$ cat src/rtl/imn_pkg.sv
// imn_pkg: shared types and fixed constants of the interleaved min-max normalizer.
// No dependencies; used by imn_divider, imn_window and interleaved_minmax_normalizer.
`default_nettype none

package imn_pkg;

	localparam int unsigned SAMPLE_PORT_BITS = 16;
	localparam int unsigned NORM_BITS        = 16;
	localparam int unsigned STEP_BITS        = 4;

	typedef struct packed {
		logic wr;
		logic rd;
		logic clear;
	} win_ctl_t;

	typedef enum logic [4:0] {
		S_LOAD  = 5'b00001,
		S_READ  = 5'b00010,
		S_SETUP = 5'b00100,
		S_DIV   = 5'b01000,
		S_EMIT  = 5'b10000
	} seq_state_t;

endpackage

`default_nettype wire

$ cat src/rtl/imn_divider.sv
// imn_divider: restoring divider, one quotient bit per cycle, gives (a * 2^15) / d for a <= d.
// Depends on imn_pkg for the quotient width and step counter width.
`default_nettype none

module imn_divider #(
	parameter int unsigned WIDTH = 16
) (
	input  wire logic                           clk,
	input  wire logic                           arst_n,
	input  wire logic                           start,
	input  wire logic [WIDTH-1:0]               dividend,
	input  wire logic [WIDTH-1:0]               divisor,
	output logic                                done,
	output logic [imn_pkg::NORM_BITS-1:0]       quotient
);

	logic [WIDTH:0]                      rem_q;
	logic [WIDTH-1:0]                    div_q;
	logic [imn_pkg::NORM_BITS-1:0]       quo_q;
	logic [imn_pkg::STEP_BITS-1:0]       step_q;
	logic                                busy_q;
	logic                                done_q;
	logic [WIDTH:0]                      sub_w;
	logic [WIDTH:0]                      sel_w;
	logic                                take_w;

	assign sub_w  = rem_q - {1'b0, div_q};
	assign take_w = rem_q >= {1'b0, div_q};
	assign sel_w  = take_w ? sub_w : rem_q;

	always_ff @(posedge clk or negedge arst_n) begin
		if (!arst_n) begin
			busy_q <= 1'b0;
			done_q <= 1'b0;
			step_q <= '0;
		end else if (start) begin
			busy_q <= 1'b1;
			done_q <= 1'b0;
			step_q <= '1;
		end else if (busy_q) begin
			if (step_q == '0) begin
				busy_q <= 1'b0;
				done_q <= 1'b1;
			end else begin
				step_q <= step_q - imn_pkg::STEP_BITS'(1);
			end
		end else begin
			done_q <= 1'b0;
		end
	end

	always_ff @(posedge clk) begin
		if (start) begin
			rem_q <= {1'b0, dividend};
			div_q <= divisor;
		end else if (busy_q) begin
			rem_q <= {sel_w[WIDTH-1:0], 1'b0};
			quo_q <= {quo_q[imn_pkg::NORM_BITS-2:0], take_w};
		end
	end

	assign done     = done_q;
	assign quotient = quo_q;

endmodule

`default_nettype wire

$ cat src/rtl/imn_window.sv
// imn_window: sample store with fill count, per-channel min/max tracking and overflow flag.
// Depends on imn_pkg for the control struct.
`default_nettype none

module imn_window #(
	parameter int unsigned WINDOW_DEPTH = 64,
	parameter int unsigned SAMPLE_BITS  = 16
) (
	input  wire logic                                  clk,
	input  wire logic                                  arst_n,
	input  wire imn_pkg::win_ctl_t                     ctl,
	input  wire logic [SAMPLE_BITS-1:0]                wr_data,
	input  wire logic [$clog2(WINDOW_DEPTH)-1:0]       rd_addr,
	input  wire logic                                  sel_b,
	output logic [SAMPLE_BITS-1:0]                     rd_data,
	output logic [SAMPLE_BITS-1:0]                     ch_min,
	output logic [SAMPLE_BITS-1:0]                     ch_max,
	output logic [$clog2(WINDOW_DEPTH+1)-1:0]          fill,
	output logic                                       overflow
);

	localparam int unsigned ADDR_BITS = $clog2(WINDOW_DEPTH);
	localparam int unsigned FILL_BITS = $clog2(WINDOW_DEPTH + 1);

	logic [SAMPLE_BITS-1:0] mem [WINDOW_DEPTH];
	logic [SAMPLE_BITS-1:0] rd_data_q;
	logic [SAMPLE_BITS-1:0] min_a_q;
	logic [SAMPLE_BITS-1:0] max_a_q;
	logic [SAMPLE_BITS-1:0] min_b_q;
	logic [SAMPLE_BITS-1:0] max_b_q;
	logic [FILL_BITS-1:0]   fill_q;
	logic                   ovf_q;
	logic                   full_w;

	assign full_w = fill_q == FILL_BITS'(WINDOW_DEPTH);

	always_ff @(posedge clk or negedge arst_n) begin
		if (!arst_n) begin
			fill_q  <= '0;
			ovf_q   <= 1'b0;
			min_a_q <= '1;
			max_a_q <= '0;
			min_b_q <= '1;
			max_b_q <= '0;
		end else if (ctl.clear) begin
			fill_q  <= '0;
			ovf_q   <= 1'b0;
			min_a_q <= '1;
			max_a_q <= '0;
			min_b_q <= '1;
			max_b_q <= '0;
		end else if (ctl.wr) begin
			if (full_w) begin
				ovf_q <= 1'b1;
			end else begin
				fill_q <= fill_q + FILL_BITS'(1);
				if (fill_q[0]) begin
					if (wr_data > max_b_q) max_b_q <= wr_data;
					if (wr_data < min_b_q) min_b_q <= wr_data;
				end else begin
					if (wr_data > max_a_q) max_a_q <= wr_data;
					if (wr_data < min_a_q) min_a_q <= wr_data;
				end
			end
		end
	end

	always_ff @(posedge clk) begin
		if (ctl.wr && !full_w) begin
			mem[fill_q[ADDR_BITS-1:0]] <= wr_data;
		end
		if (ctl.rd) begin
			rd_data_q <= mem[rd_addr];
		end
	end

	assign rd_data  = rd_data_q;
	assign ch_min   = sel_b ? min_b_q : min_a_q;
	assign ch_max   = sel_b ? max_b_q : max_a_q;
	assign fill     = fill_q;
	assign overflow = ovf_q;

endmodule

`default_nettype wire

$ cat src/rtl/interleaved_minmax_normalizer.sv
// Interleaved min-max normalizer, top level: sequencer, output register, store and divider.
// Depends on imn_pkg, imn_window and imn_divider.
//
// Samples load at one word per cycle unless stalled; even window positions are channel A, odd
// ones channel B. The word flagged last starts output: each stored sample leaves as
// (sample - channel min) * 32768 / (channel max - channel min), truncated, Q1.15.
// Each result passes a store read, a setup step, 16 steps of the shared one-bit-per-cycle
// divider, a look at the divider done and an output load; the load waits while the output
// is stalled.
// sample_stall is high from the last word until the final result of the window sits in the
// output register; a new window may load while that result still waits to be taken.
// Words beyond WINDOW_DEPTH are dropped and flagged on every result of the window.
`default_nettype none

module interleaved_minmax_normalizer #(
	parameter int unsigned WINDOW_DEPTH = 64,
	parameter int unsigned SAMPLE_BITS  = 16
) (
	input  wire logic                                   clk,
	input  wire logic                                   arst_n,
	input  wire logic                                   sample_valid,
	output logic                                        sample_stall,
	input  wire logic [imn_pkg::SAMPLE_PORT_BITS-1:0]   sample,
	input  wire logic                                   last,
	output logic                                        result_valid,
	input  wire logic                                   result_stall,
	output logic [imn_pkg::NORM_BITS-1:0]               normalized,
	output logic                                        channel,
	output logic                                        flat_range,
	output logic                                        overflowed,
	output logic                                        end_of_window
);

	localparam int unsigned ADDR_BITS = $clog2(WINDOW_DEPTH);
	localparam int unsigned FILL_BITS = $clog2(WINDOW_DEPTH + 1);

	imn_pkg::seq_state_t                 state_q;
	imn_pkg::win_ctl_t                   ctl_w;
	logic [ADDR_BITS-1:0]                idx_q;
	logic                                flat_q;
	logic                                accept_w;
	logic                                load_w;
	logic                                final_w;
	logic [SAMPLE_BITS-1:0]              rd_data_w;
	logic [SAMPLE_BITS-1:0]              ch_min_w;
	logic [SAMPLE_BITS-1:0]              ch_max_w;
	logic [FILL_BITS-1:0]                fill_w;
	logic                                ovf_w;
	logic                                div_done_w;
	logic [imn_pkg::NORM_BITS-1:0]       quo_w;
	logic                                res_valid_q;
	logic [imn_pkg::NORM_BITS-1:0]       norm_q;
	logic                                chan_q;
	logic                                flat_out_q;
	logic                                ovf_out_q;
	logic                                eow_q;

	assign sample_stall = state_q != imn_pkg::S_LOAD;
	assign accept_w     = sample_valid && !sample_stall;
	assign load_w       = (state_q == imn_pkg::S_EMIT) && (!res_valid_q || !result_stall);
	assign final_w      = (FILL_BITS'(idx_q) + FILL_BITS'(1)) == fill_w;

	assign ctl_w.wr    = accept_w;
	assign ctl_w.rd    = state_q == imn_pkg::S_READ;
	assign ctl_w.clear = load_w && final_w;

	imn_window #(
		.WINDOW_DEPTH (WINDOW_DEPTH),
		.SAMPLE_BITS  (SAMPLE_BITS)
	) u_window (
		.clk      (clk),
		.arst_n   (arst_n),
		.ctl      (ctl_w),
		.wr_data  (SAMPLE_BITS'(sample)),
		.rd_addr  (idx_q),
		.sel_b    (idx_q[0]),
		.rd_data  (rd_data_w),
		.ch_min   (ch_min_w),
		.ch_max   (ch_max_w),
		.fill     (fill_w),
		.overflow (ovf_w)
	);

	imn_divider #(
		.WIDTH (SAMPLE_BITS)
	) u_divider (
		.clk      (clk),
		.arst_n   (arst_n),
		.start    (state_q == imn_pkg::S_SETUP),
		.dividend (rd_data_w - ch_min_w),
		.divisor  (ch_max_w - ch_min_w),
		.done     (div_done_w),
		.quotient (quo_w)
	);

	always_ff @(posedge clk or negedge arst_n) begin
		if (!arst_n) begin
			state_q     <= imn_pkg::S_LOAD;
			idx_q       <= '0;
			res_valid_q <= 1'b0;
		end else begin
			if (res_valid_q && !result_stall) begin
				res_valid_q <= 1'b0;
			end
			case (state_q)
				imn_pkg::S_LOAD: begin
					if (accept_w && last) begin
						idx_q   <= '0;
						state_q <= imn_pkg::S_READ;
					end
				end
				imn_pkg::S_READ: begin
					state_q <= imn_pkg::S_SETUP;
				end
				imn_pkg::S_SETUP: begin
					state_q <= imn_pkg::S_DIV;
				end
				imn_pkg::S_DIV: begin
					if (div_done_w) state_q <= imn_pkg::S_EMIT;
				end
				imn_pkg::S_EMIT: begin
					if (load_w) begin
						res_valid_q <= 1'b1;
						if (final_w) begin
							state_q <= imn_pkg::S_LOAD;
						end else begin
							idx_q   <= idx_q + ADDR_BITS'(1);
							state_q <= imn_pkg::S_READ;
						end
					end
				end
				default: begin
					state_q <= imn_pkg::S_LOAD;
				end
			endcase
		end
	end

	always_ff @(posedge clk) begin
		if (state_q == imn_pkg::S_SETUP) begin
			flat_q <= ch_max_w <= ch_min_w;
		end
		if (load_w) begin
			norm_q     <= flat_q ? '0 : quo_w;
			chan_q     <= idx_q[0];
			flat_out_q <= flat_q;
			ovf_out_q  <= ovf_w;
			eow_q      <= final_w;
		end
	end

	assign result_valid  = res_valid_q;
	assign normalized    = norm_q;
	assign channel       = chan_q;
	assign flat_range    = flat_out_q;
	assign overflowed    = ovf_out_q;
	assign end_of_window = eow_q;

endmodule

`default_nettype wire

$ cat config.mk
export PLATFORM = sky130hd
export DESIGN_NAME = interleaved_minmax_normalizer
export DESIGN_NICKNAME = d
export VERILOG_FILES = /design/src/rtl/imn_pkg.sv /design/src/rtl/imn_divider.sv /design/src/rtl/imn_window.sv /design/src/rtl/interleaved_minmax_normalizer.sv
export SDC_FILE = /design/constraint.sdc
export NUM_CORES = 1
export LEC_CHECK = 0
export ABC_AREA = 1
export BUFFER_PORTS_ARGS = -buffer_cell sky130_fd_sc_hd__buf_2
export CORE_UTILIZATION = 40
export CTS_CLUSTER_DIAMETER = 100
export DETAILED_ROUTE_END_ITERATION = 6
export GPL_TIMING_DRIVEN = 1
export PLACE_DENSITY = 0.57
export SYNTH_ARGS = -nofsm -noshare
export SYNTH_HDL_FRONTEND = slang
export SYNTH_SLANG_ARGS = --single-unit
$ cat constraint.sdc
create_clock -name clk -period 3.6 [get_ports clk]
set_input_delay 0.72 -clock clk [delete_from_list [all_inputs] [get_ports clk]]
set_output_delay 0.72 -clock clk [all_outputs]
set_load 0.005 [all_outputs]
## Word level (Yosys, flattened, before mapping)

Memory sizes are Yosys's and may differ from the RTL's. A register that Yosys moved wholly into a read port is not among the register bits.
Cells that the tools add are included.

- Bits in registers: 160
- Latch bits: 0
- Bits in writable memories: 1024
- Bits in read-only memories: 0
- Input bits: 21
- Output and inout port bits: 22
- Memories: 1

- $add $sub $neg: 7
- Multipliers: 0
- Divide/modulo/power cells: 0
- $lt $le $gt $ge: 6
- Equal/unequal tests: 16
- Shifts and indexed selects: 0
- Mux-type cells: 54
- Bitwise gates (word level): 1
- Reductions and logical operators: 31

Memory list:

| name | depth | width | read ports | clocked after Yosys merged registers in | wr ports | line | source |
|---|---|---|---|---|---|---|---|
| u_window.mem | 64 | 16 | 1 | 1 | 1 | imn_window.sv:25 | `logic [SAMPLE_BITS-1:0] mem [WINDOW_DEPTH];` |

Operators with widths:

| cell | number |
|---|---|
| two-way mux 16 bit | 25 |
| subtractor 16 bit | 3 |
| greater-than comparator 16 bit | 2 |
| less-than comparator 16 bit | 2 |
| case mux 5 bit (5 select lines) | 1 |
| two-way mux 7 bit | 3 |
| AND reduction 4 bit | 5 |
| two-way mux 6 bit | 3 |
| nonzero test 2 bit | 9 |
| >= comparator 17 x 16 -> 1 bit | 1 |
| <= comparator 16 bit | 1 |
| two-way mux 5 bit | 3 |
| two-way mux 1 bit | 14 |
| two-way mux 4 bit | 3 |
| case mux 6 bit (2 select lines) | 1 |
| inequality test 2 bit, second input constant | 5 |
| AND reduction 2 bit | 4 |
| adder 6 x 1 -> 7 bit, second input constant | 1 |
| adder 7 x 1 -> 7 bit, second input constant | 1 |
| equality test 7 bit | 1 |
| equality test 7 bit, second input constant | 1 |
| adder 6 x 1 -> 6 bit, second input constant | 1 |
| logical AND 1 bit | 6 |
| equality test 5 x 1 -> 1 bit, second input constant | 1 |
| other kinds (14) | 18 |

## Logic depth before layout (Yosys ltp)

- Word-level depth: 6
- Depth in mapped cells: 20
- Depth with buffers taken out: 15

## By module

Synthesis repeated with hierarchy kept, for this count alone.

- Cells, all modules: 4826
- Area, all modules: 53000.8 um^2

By module, submodules not included:

| module | times used | cells each | area each (um^2) | sequential area each (um^2) |
|---|---|---|---|---|
| imn_window | 1 | 3987 | 46355.7 | 33071.7 |
| imn_divider | 1 | 402 | 3467.1 | 1611.5 |
| interleaved_minmax_normalizer | 1 | 437 | 3178.0 | 932.1 |

## Least setup slack after synthesis

No wires, ideal clock.

- Path type: reg2reg
- Start point: register idx_q[0]
- End point: register flat_q (data pin)
- Setup time: 0.263 ns
- Data arrival time: 3.009 ns
- Slack: 0.328 ns
- Cell stages (with the launch flop): 17
- Path buffers: 6
- Path through: dfrtp_1 buf_4 buf_6 buf_2 buf_6 buf_2 clkbuf_1 nand2_1 o21ai_0 ha_1 fa_1 o21ai_0 nand2_1 nand3_1 a21oi_1 o21ai_0 o41ai_1

- Cells in the longest elaborated chain, start to end: 2
- Elaborated cells on any way between the ends: 3
- Classes of those cells: 1 x order compare; 2 x mux

RTL lines:

| item | line | source |
|---|---|---|
| start: declaration | interleaved_minmax_normalizer.sv:39 | `logic [ADDR_BITS-1:0] idx_q;` |
| start signal: assignment | interleaved_minmax_normalizer.sv:127 | `idx_q <= idx_q + ADDR_BITS'(1);` |
| two-way mux 16 bit, on equally long branches | imn_window.sv:79, imn_window.sv:78 |  |
| <= comparator 16 bit (*) | interleaved_minmax_normalizer.sv:141 | `flat_q <= ch_max_w <= ch_min_w;` |
| end signal: assignment | interleaved_minmax_normalizer.sv:141 |  |
| end: declaration | interleaved_minmax_normalizer.sv:40 | `logic flat_q;` |

Mark *: on every way between the ends. The rest lies on a longest branch, timed or not.
A chain may end at the register's enable or synchronous reset.

==> flow_metrics.tcl <==
set metrics [dict create \
    grt_pass1_vias 34600 \
    cts_buffer_depth 3 \
    worst_slack_ns 0.571 \
    area_growth_pct 13.5 \
    vias 36200 \
    fin_crit_sh 0.841 \
    syn_inst 4727 \
    power_leakage_nw 22.2 \
    final_nets 4960 \
    synth_cell_types 49 \
    crit_path_end_kind "flip-flop" \
    synth_edf_count 1109 \
    htree_levels 4 \
    worst_ir_drop_vdd_mv 0.534 \
    clk_pin_slew_ns 0.06 \
    die_h_um 364 \
    ys_ff_latch 1200 \
    cts_buffers 130 \
    root_buffer "clkbuf_16" \
    finalSetupViolCount 0 \
    synth-async-reset-ratio 0.0750 \
    drtIter0Drc 3616 \
    max-cap-violations 0 \
    synth_nets 4864 \
    relSlewSlack 0.410 \
    layout_min_cycle_time_ns 3.03 \
    startpoint_type "flip-flop" \
    start_util 0.404 \
    layoutNonFillerInstCount 6657 \
    hold_violations 0 \
    ioPinCount 43 \
    grt_pass1_wl_um 226000 \
    cp_max_fo 144 \
    place_inst 6432 \
    status "complete, but fails checks" \
    required_ns 4.24 \
    crit_type "flip-flop to flip-flop" \
    clock-skew-final_ns 0.0528 \
    dp_slack_ns 0.484 \
    nFillCells 12000 \
    hold_path_class "input pin to flip-flop" \
    grt_setup_unrepaired "no" \
    wl_per_cell_um 23.0 \
    cts_tree "done" \
    layout_common_cells "edfxtp_1, nand2_1, nor2_1" \
    cp.arrival_ns 3.67 \
    gr-usage-all-layers 0.231 \
    route.detailed.drc 5 \
    die-width_um 364 \
    violations "design-rule violations" \
    rows 132 \
    gp_congestion 0.881 \
    grt_antenna_before_repair 9 \
    fmax_mhz 330 \
    ys.flop_type "edfxtp_1" \
    drt_wl_total_um 153000 \
    post-dp-hpwl_um 93300 \
    fin_tns_setup_ns 0 \
    drive_gt1_frac 0.0955 \
    port_buffers 42 \
    grt_max_degree 145 \
    mostFrequentLayoutCell "edfxtp_1" \
    pwr_density_cell_mw_per_mm2 610 \
    dr.pass1.iters 7 \
    via_per_inst 5.44 \
    yosysWarnings 0 \
    cts.sinks 1200 \
    tightestPinTransition_ns 0.885 \
    insertion_delay_ns 0.78 \
    drtAntennaViolNets 0 \
    core-area_sq_mm 0.130 \
    design.die.area_sq_mm 0.132 \
    ys_seq_area_frac 0.680 \
    avgSynthCellArea_sq_um 11.1 \
    grt-ovfl-total 0 \
    synth_area_sq_mm 0.0524 \
    whs_ns 0.366 \
    maxSlewViolCount 0 \
]
-- synthesized netlist by cell type (5+ instances only) --
cell type | count | area share
a21o_1 | 6 | 0.00086
a21oi_1 | 79 | 0.0075
buf_1 | 30 | 0.0021
buf_2 | 47 | 0.0045
buf_4 | 6 | 0.00086
clkbuf_1 | 178 | 0.013
dfrtp_1 | 57 | 0.027
dfstp_2 | 33 | 0.017
edfxtp_1 | 1109 | 0.64
ha_1 | 113 | 0.027
inv_1 | 235 | 0.017
nand2_1 | 891 | 0.064
nand2_2 | 5 | 0.00060
nand3_1 | 312 | 0.030
nand3b_1 | 23 | 0.0033
nand4_1 | 6 | 0.00072
nor2_1 | 654 | 0.047
nor3_1 | 13 | 0.0012
o21ai_0 | 586 | 0.056
o21bai_1 | 5 | 0.00072
o22ai_1 | 257 | 0.031
xnor2_1 | 11 | 0.0018
xor2_1 | 21 | 0.0035
-- worst paths after layout --
check | start | end | slack (ns) | cells after the start
worst max-delay path | idx_q[0]$_DFFE_PN0P_ | u_window.rd_data[12]$_DFFE_PP_ | 0.57 | 10
worst min-delay path | sample[8] | u_window.max_a_q[8]$_DFFE_PN0P_ | 0.37 | 3
worst max register to register | idx_q[0]$_DFFE_PN0P_ | u_window.rd_data[12]$_DFFE_PP_ | 0.57 | 10
worst min register to register | u_divider.quotient[12]$_DFFE_PP_ | u_divider.quotient[13]$_DFFE_PP_ | 0.45 | 0
max in group asynchronous | arst_n | u_window.min_b_q[14]$_DFFE_PN1P_ | 2.33 | 3
min in group asynchronous | arst_n | u_window.max_a_q[10]$_DFFE_PN0P_ | 0.51 | 2
-- stage by stage --
stage                util  cell area [sq um]  total power (W)
finish              0.459              59500           0.0363
global route        0.459              59500           0.0379
CTS                 0.459              59500           0.0365
detailed placement  0.427              55400           0.0237
global placement    0.427              55400           0.0236
floorplan               -              52400           0.0215
-- cell type report --
| type | count | area, sq um | area share |
|---|---|---|---|
| multi-input cells | 3021 | 14800 | 0.249 |
| diodes | 2 | 5.00 | 0.0000842 |
| inverters | 241 | 925 | 0.0155 |
| flip-flops and latches | 1200 | 35600 | 0.599 |
| clock buffers | 161 | 3480 | 0.0585 |
| repair buffers | 229 | 1900 | 0.0319 |
| clock inverters | 61 | 577 | 0.00970 |
| well taps | 1742 | 2180 | 0.0367 |
-- repair_timing --
| item | CTS | global route |
|---|---|---|
| resized for setup | 0 | 0 |
| endpoints found under the hold margin | 31 | 0 |
| hold buffers | 1 | 0 |
| buffers inserted | 0 | 0 |
-- metal layers --
layer	GRT usage	share of wire
met5	0	0
met4	0.0885	0.037
met3	0.0512	0.086
met2	0.353	0.45
met1	0.320	0.43
-- critical path, stage by stage, from the launching register on --
cell and delay [ns]:
dfrtp_4 0.68, buf_12 0.31, buf_12 0.41, o21ai_0 0.20, o22ai_1 0.23, nand2_1 0.18, nand2_1 0.12, nand2_1 0.05
nand3_1 0.22, nand3_1 0.18, nand2_1 0.11
-- logic make-up (layout without fill, tap and decap cells) --
kind of cell	after synthesis	after routing	share of synthesized area
AOI/OAI and AO/OA	955	955	0.0990
xor gates and xnor gates	32	32	0.00535
adders and majority gates	116	116	0.0281
buffers and inverters	506	692	0.0384
DFF	1200	1200	0.680
muxes	1	1	0.000191
other	0	2	0
and+or+nand+nor	1917	1917	0.149
-- state kept, by name (all words and copies together), names as in the netlist, 4 cells and up --
signal,cells
idx_q,6
u_window.min_a_q,16
u_divider.quotient,16
u_window.rd_data,16
normalized,16
u_window.max_b_q,16
u_divider.div_q,16
u_window.min_b_q,16
u_window.mem,1024
u_window.max_a_q,16
state_q,5
u_divider.step_q,4
u_window.fill,7
u_divider.rem_q,17
-- where the power goes --
part	switching, W	internal (W)	total, W
registers	0.000495	0.0164	0.0169
logic	0.00443	0.00213	0.00657
clock network	0.00556	0.00726	0.0128
No activity file was read; power rests on OpenSTA's default activity.
